[config.mk]
export PLATFORM = sky130hd
export DESIGN_NAME = dpi_damp
export DESIGN_NICKNAME = d
export VERILOG_FILES = /design/src/design/dpi_pkg.sv /design/src/design/dpi_damp.sv
export SDC_FILE = /design/constraint.sdc
export NUM_CORES = 2
export LEC_CHECK = 0
export ABC_AREA = 1
export BUFFER_PORTS_ARGS = -buffer_cell sky130_fd_sc_hd__buf_2
export CAP_MARGIN = 20
export CORE_MARGIN = 2
export CORE_UTILIZATION = 53
export DETAILED_ROUTE_END_ITERATION = 6
export GPL_TIMING_DRIVEN = 0
export MAX_ROUTING_LAYER = met4
export PLACE_DENSITY = 0.69
export SLEW_MARGIN = 5
export SYNTH_ARGS = -nofsm -noshare
export SYNTH_HDL_FRONTEND = slang
export SYNTH_SLANG_ARGS = --single-unit
[constraint.sdc]
create_clock -name clk -period 24.5 [get_ports clk]
set_input_delay 7.35 -clock clk [delete_from_list [all_inputs] [get_ports clk]]
set_output_delay 7.35 -clock clk [all_outputs]
set_load 0.005 [all_outputs]
[src/design/dpi_pkg.sv]
// Shared types, constants and tables for the damped particle integrator.
// No dependencies.
package dpi_pkg;

    localparam int unsigned NumLanes = 3;
    localparam logic [31:0] ONE_Q16 = 32'd65536;

    // item kinds
    typedef enum logic [1:0] {
        KIND_FORCE = 2'd0,
        KIND_STEP  = 2'd1,
        KIND_POS   = 2'd2,
        KIND_VEL   = 2'd3
    } kind_t;

    // register indexes
    localparam logic [2:0] REG_INV_MASS = 3'd0;
    localparam logic [2:0] REG_DAMPING  = 3'd1;
    localparam logic [2:0] REG_ACCEL_X  = 3'd2;
    localparam logic [2:0] REG_ACCEL_Y  = 3'd3;
    localparam logic [2:0] REG_ACCEL_Z  = 3'd4;

    // sequencer states
    typedef enum logic [2:0] {
        ST_IDLE,
        ST_LOG,
        ST_EXP,
        ST_FAC,
        ST_P1,
        ST_P2,
        ST_P3,
        ST_OUT
    } state_t;

    // per-lane control from the sequencer
    typedef struct packed {
        logic load;     // latch inputs of a new item
        logic p1;       // pos update, force*inv_mass
        logic p2;       // acc, vel + acc*dur
        logic p3;       // damping multiply, clear force
    } lane_ctl_t;

    function automatic logic [16:0] log_tab(input logic [4:0] i);
        case (i)
            5'd0:  log_tab = 17'd0;
            5'd1:  log_tab = 17'd5732;
            5'd2:  log_tab = 17'd11136;
            5'd3:  log_tab = 17'd16248;
            5'd4:  log_tab = 17'd21098;
            5'd5:  log_tab = 17'd25711;
            5'd6:  log_tab = 17'd30109;
            5'd7:  log_tab = 17'd34312;
            5'd8:  log_tab = 17'd38336;
            5'd9:  log_tab = 17'd42196;
            5'd10: log_tab = 17'd45904;
            5'd11: log_tab = 17'd49472;
            5'd12: log_tab = 17'd52910;
            5'd13: log_tab = 17'd56228;
            5'd14: log_tab = 17'd59434;
            5'd15: log_tab = 17'd62534;
            default: log_tab = 17'd65536;
        endcase
    endfunction

    function automatic logic [17:0] exp_tab(input logic [4:0] i);
        case (i)
            5'd0:  exp_tab = 18'd65536;
            5'd1:  exp_tab = 18'd68438;
            5'd2:  exp_tab = 18'd71468;
            5'd3:  exp_tab = 18'd74632;
            5'd4:  exp_tab = 18'd77936;
            5'd5:  exp_tab = 18'd81386;
            5'd6:  exp_tab = 18'd84990;
            5'd7:  exp_tab = 18'd88752;
            5'd8:  exp_tab = 18'd92682;
            5'd9:  exp_tab = 18'd96785;
            5'd10: exp_tab = 18'd101070;
            5'd11: exp_tab = 18'd105545;
            5'd12: exp_tab = 18'd110218;
            5'd13: exp_tab = 18'd115098;
            5'd14: exp_tab = 18'd120193;
            5'd15: exp_tab = 18'd125515;
            default: exp_tab = 18'd131072;
        endcase
    endfunction

    // saturate a signed 34-bit sum to 32 bits
    function automatic logic signed [31:0] sat34(input logic signed [33:0] v);
        if (v > 34'sd2147483647)
            sat34 = 32'sh7fffffff;
        else if (v < -34'sd2147483648)
            sat34 = 32'sh80000000;
        else
            sat34 = v[31:0];
    endfunction

    // saturate a signed 50-bit value to 32 bits
    function automatic logic signed [31:0] sat50(input logic signed [49:0] v);
        if (v > 50'sd2147483647)
            sat50 = 32'sh7fffffff;
        else if (v < -50'sd2147483648)
            sat50 = 32'sh80000000;
        else
            sat50 = v[31:0];
    endfunction

    // round(|a|*b/2^16) half away from zero, signed result; b up to 32 bits
    function automatic logic signed [49:0] mul_q16(input logic signed [31:0] a,
                                                   input logic [31:0] b);
        logic [31:0] mag;
        logic [63:0] prod;
        logic [47:0] q;
        mag = a[31] ? (32'd0 - a) : a;
        prod = mag * b + 64'd32768;
        q = prod[63:16];
        mul_q16 = a[31] ? -$signed({2'b00, q}) : $signed({2'b00, q});
    endfunction

endpackage

[src/design/dpi_damp.sv]
// Damping factor unit: damping^duration through log2/exp2 tables, in log, exp, exp-table and scale steps.
// Depends on dpi_pkg.
module dpi_damp (
    input  logic        clk,
    input  logic        start,      // with damping/duration valid
    input  logic        step_exp,
    input  logic        step_fac,
    input  logic [16:0] damping,
    input  logic [23:0] duration,
    output logic [16:0] factor
);

    logic [20:0] l_reg;
    logic [31:0] e_reg;
    logic [17:0] x_reg;
    logic        zero_reg;
    logic        one_reg;
    logic [16:0] factor_reg;

    // log stage: normalize and look up
    logic [3:0]  p;
    logic [16:0] m;
    logic [15:0] frac;
    logic [4:0]  li;
    logic [11:0] lr;
    logic [16:0] lg;
    logic [28:0] ld;
    logic [20:0] lfull;

    function automatic logic [16:0] log_diff(input logic [4:0] i);
        log_diff = dpi_pkg::log_tab(5'(i + 5'd1)) - dpi_pkg::log_tab(i);
    endfunction

    always_comb
    begin
        p = 4'd0;
        for (int k = 0; k < 16; k++)
        begin
            if (damping[k])
                p = 4'(k);
        end
        m = 17'(damping << (5'd16 - {1'b0, p}));
        frac = m[15:0];
        li = {1'b0, frac[15:12]};
        lr = frac[11:0];
        ld = 29'((log_diff(li) * lr) + 29'd2048);
        lg = 17'(dpi_pkg::log_tab(li) + 17'(ld >> 12));
        lfull = (21'({5'd0, 5'd16 - {1'b0, p}}) << 16) - 21'(lg);
    end

    // exp stage operands
    logic [47:0] eprod;
    logic [15:0] f;
    logic [16:0] g;
    logic [4:0]  gi;
    logic [11:0] gr;
    logic [29:0] xd;
    logic [17:0] xv;
    logic [17:0] ediff;

    always_comb
    begin
        f = e_reg[15:0];
        g = 17'd65536 - {1'b0, f};
        gi = g[16:12];
        gr = g[11:0];
        ediff = dpi_pkg::exp_tab(5'(gi + 5'd1)) - dpi_pkg::exp_tab(gi);
        xd = 30'(ediff * gr) + 30'd2048;
        if (gi >= 5'd16)
            xv = dpi_pkg::exp_tab(5'd16);
        else
            xv = dpi_pkg::exp_tab(gi) + 18'(xd >> 12);
    end

    // final scale
    logic [15:0] n;
    logic [16:0] s;
    logic [17:0] rnd;
    logic [18:0] xs;

    always_comb
    begin
        n = 16'(e_reg >> 16);
        s = {1'b0, n} + 17'd1;
        rnd = (s >= 17'd19) ? 18'd0 : 18'(18'd1 << (s - 17'd1));
        xs = ({1'b0, x_reg} + {1'b0, rnd}) >> s;
    end

    // e = round(L*dur/2^16), L fits 21 bits so product is 45 bits
    assign eprod = (48'(l_reg) * 48'(duration)) + 48'd32768;

    always_ff @(posedge clk)
    begin
        if (start)
        begin
            l_reg    <= lfull;
            zero_reg <= (damping == 17'd0);
            one_reg  <= damping[16];
        end
        if (step_exp)
            e_reg <= eprod[47:16];
        if (step_fac)
        begin
            if (one_reg)
                factor_reg <= 17'd65536;
            else if (zero_reg || s >= 17'd40)
                factor_reg <= 17'd0;
            else
                factor_reg <= 17'(xs);
        end
    end

    // x computed from e in its own cycle
    logic x_en;
    assign x_en = step_fac;
    always_ff @(posedge clk)
    begin
        if (!x_en && !step_exp && !start)
            x_reg <= xv;
    end

    assign factor = factor_reg;

endmodule

==> results.ini <==
[worst_setup_path]
crit_arrival_ns = 22.05
startpoint_type = input pin
cp_data_required_time_ns = 24.65
cpMostUsedCell = nand2_1
critical-path-slowest-cell = fa_1
worstSetupEndpointType = register
cp_slowest_stage_delay_ns = 0.56
cp_max_fo = 10
crit_type = in -> reg

[synth]
synth_cell_types = 65
yosysTopAreaCellShare_pct = 36.48
syn_inst = 5244
yosysTopAreaCell = fa_1
synth-async-reset-ratio_pct = 0
synth-seq-cells = 88
yosys_warnings = 0
ys_top_cells_by_area = fa_1 36%, ha_1 14%, inv_1 12%
syn_nets = 6459
mappedNetlistArea_mm2 = 0.04006
synth_edf_count = 88
synthFlopType = edfxtp_1
syn-mean-instance-area_um2 = 7.640
seq_area_frac_synth_pct = 6.596

[clocking]
cts_hold_buffers = 0
htreeDepth = 3
clockRootBuffer = clkbuf_16
post_cts_resized = 0
post_cts_buffers = 0
cts_tree = built
cts_buffer_depth = 2
numCtsBuffers = 9
clk_latency_ns = 0.40
clk_pin_slew_ns = 0.07
clock_sinks = 88

[layout]
final_common_cell = inv_1
areaGrowthSynthToFinish_pct = 4.566
largest_reg_flops = 30
drive_gt1_share_pct = 3.739
utilization_pct = 56.09
fillCellCount = 7099
layout.nets = 6532
final_cell_mix = 1232 x inv_1, 1226 x nand2_1, 730 x fa_1

[drt]
drc_errors = 0
vias = 34260
wl_um = 114800
via_per_inst = 5.444
wl_per_cell_um = 18.25
dr.pass1.iters = 6
drtAntennaViolNets = 0
drtIter0Drc = 2741

[timing]
hold_violations = 0
fin_crit_ns = 21.90
setup-violations-final = 0
slew_headroom_pct = 35.30
fmax_mhz = 45.65
holdWs_ns = 0.8227
fin_setup_tns_ns = 0
maxSlewViolCount = 0
rsz0062_at_grt = no
fin_crit_sh_pct = 89.40
worstMarginPinSlew_ns = 0.9669
skew_ns = 0.01733

[worst_hold_path]
hp-class = reg -> reg

[global_routing]
top_usage_layer = met2
grt_usage_pct = 31.61
grt_overflow = 0
antenna_found_initial = 1
grt_pass1_wl_um = 186400
grt_use_met2_pct = 50.84
grt_pass1_vias = 35020
grt_max_degree = 32
met3_usage_pct = 4.585
grtUsageMet1_pct = 40.87

[die]
design.core.area_mm2 = 0.07470
num_io_pins = 62
die_area_mm2 = 0.07781
die_h_um = 278.9
die_x_um = 278.9
initial_utilization_pct = 53.64
rows = 100

[job]
max_cap_viol_count = 0

[placed_design]
dpl.hpwl_um = 98780
gp_congestion = 1.028
io_buffers = 61

[status]
status = complete, no violations

## metrics by stage
step | std cells | setup WS, ns | area [um2]
finish | 6292 | 2.596 | 41890
global route | 6291 | 1.035 | 41890
CTS | 6291 | 2.541 | 41890
detailed placement | 6275 | 2.204 | 41590
global placement | 6274 | 2.221 | 41580
floorplan | 5244 | 5.309 | 40060
## critical path: cells and delay by family
| kind | cells | cell delay [ns] |
|---|---|---|
| buf+inv | 13 | 2.19 |
| xor+xnor | 3 | 0.87 |
| simple gates | 26 | 2.41 |
| fa+ha+maj | 12 | 4.75 |
| compound gates | 21 | 4.46 |
## Yosys cell counts, drive strengths merged, types with 14 or more instances
master,count
a31oi,16
edfxtp,88
nor3,44
nand4,34
inv,1251
ha,440
o21ai,117
nand2,1250
xor2,71
xnor2,43
o211ai,14
fa,730
a21oi,195
or2,27
o21a,15
nand3,213
buf,22
clkinv,17
clkbuf,136
nor2,419
## cell families after synthesis
kind of cell,count (synthesis),share of synthesized area (%)
AOI/OAI and AO/OA,425,6.077
adders and majority gates,1170,50.22
DFF,88,6.596
muxes,1,0.02498
xor gates and xnor gates,114,2.614
and+or+nand+nor,2020,21.00
buffers and inverters,1426,13.47
## routing by layer
layer  vias up  wire length [um]
met5         -                 0
met4         0              5037
met3       300              9875
met2      1485             52620
met1     16540             47270
li1      15940                 -
## worst paths after layout
kind                   start          to  slack, ns  depth (start not counted)
setup / recovery  damping[2]   l_reg[20]       2.60                         75
hold / removal       one_reg  factor[16]       0.82                          1
setup reg to reg    e_reg[0]   x_reg[17]      10.23                         78
hold reg to reg      one_reg  factor[16]       0.82                          1
## layout make-up
type,count,area [um2],area share (%)
clock inverters,7,71.32,0.1702
well taps,969,1212,2.894
diodes,1,2.502,0.005973
multi-input cells,3730,32030,76.45
flip-flops and latches,88,2643,6.308
repair buffers,62,312.8,0.7466
plain buffers,158,636.9,1.520
clock buffers,9,225.2,0.5376
inverters,1268,4761,11.36
Power is left out: the tool's default activity adds up to more than one toggle a clock period on the data nets, which glitch-free logic cannot reach.
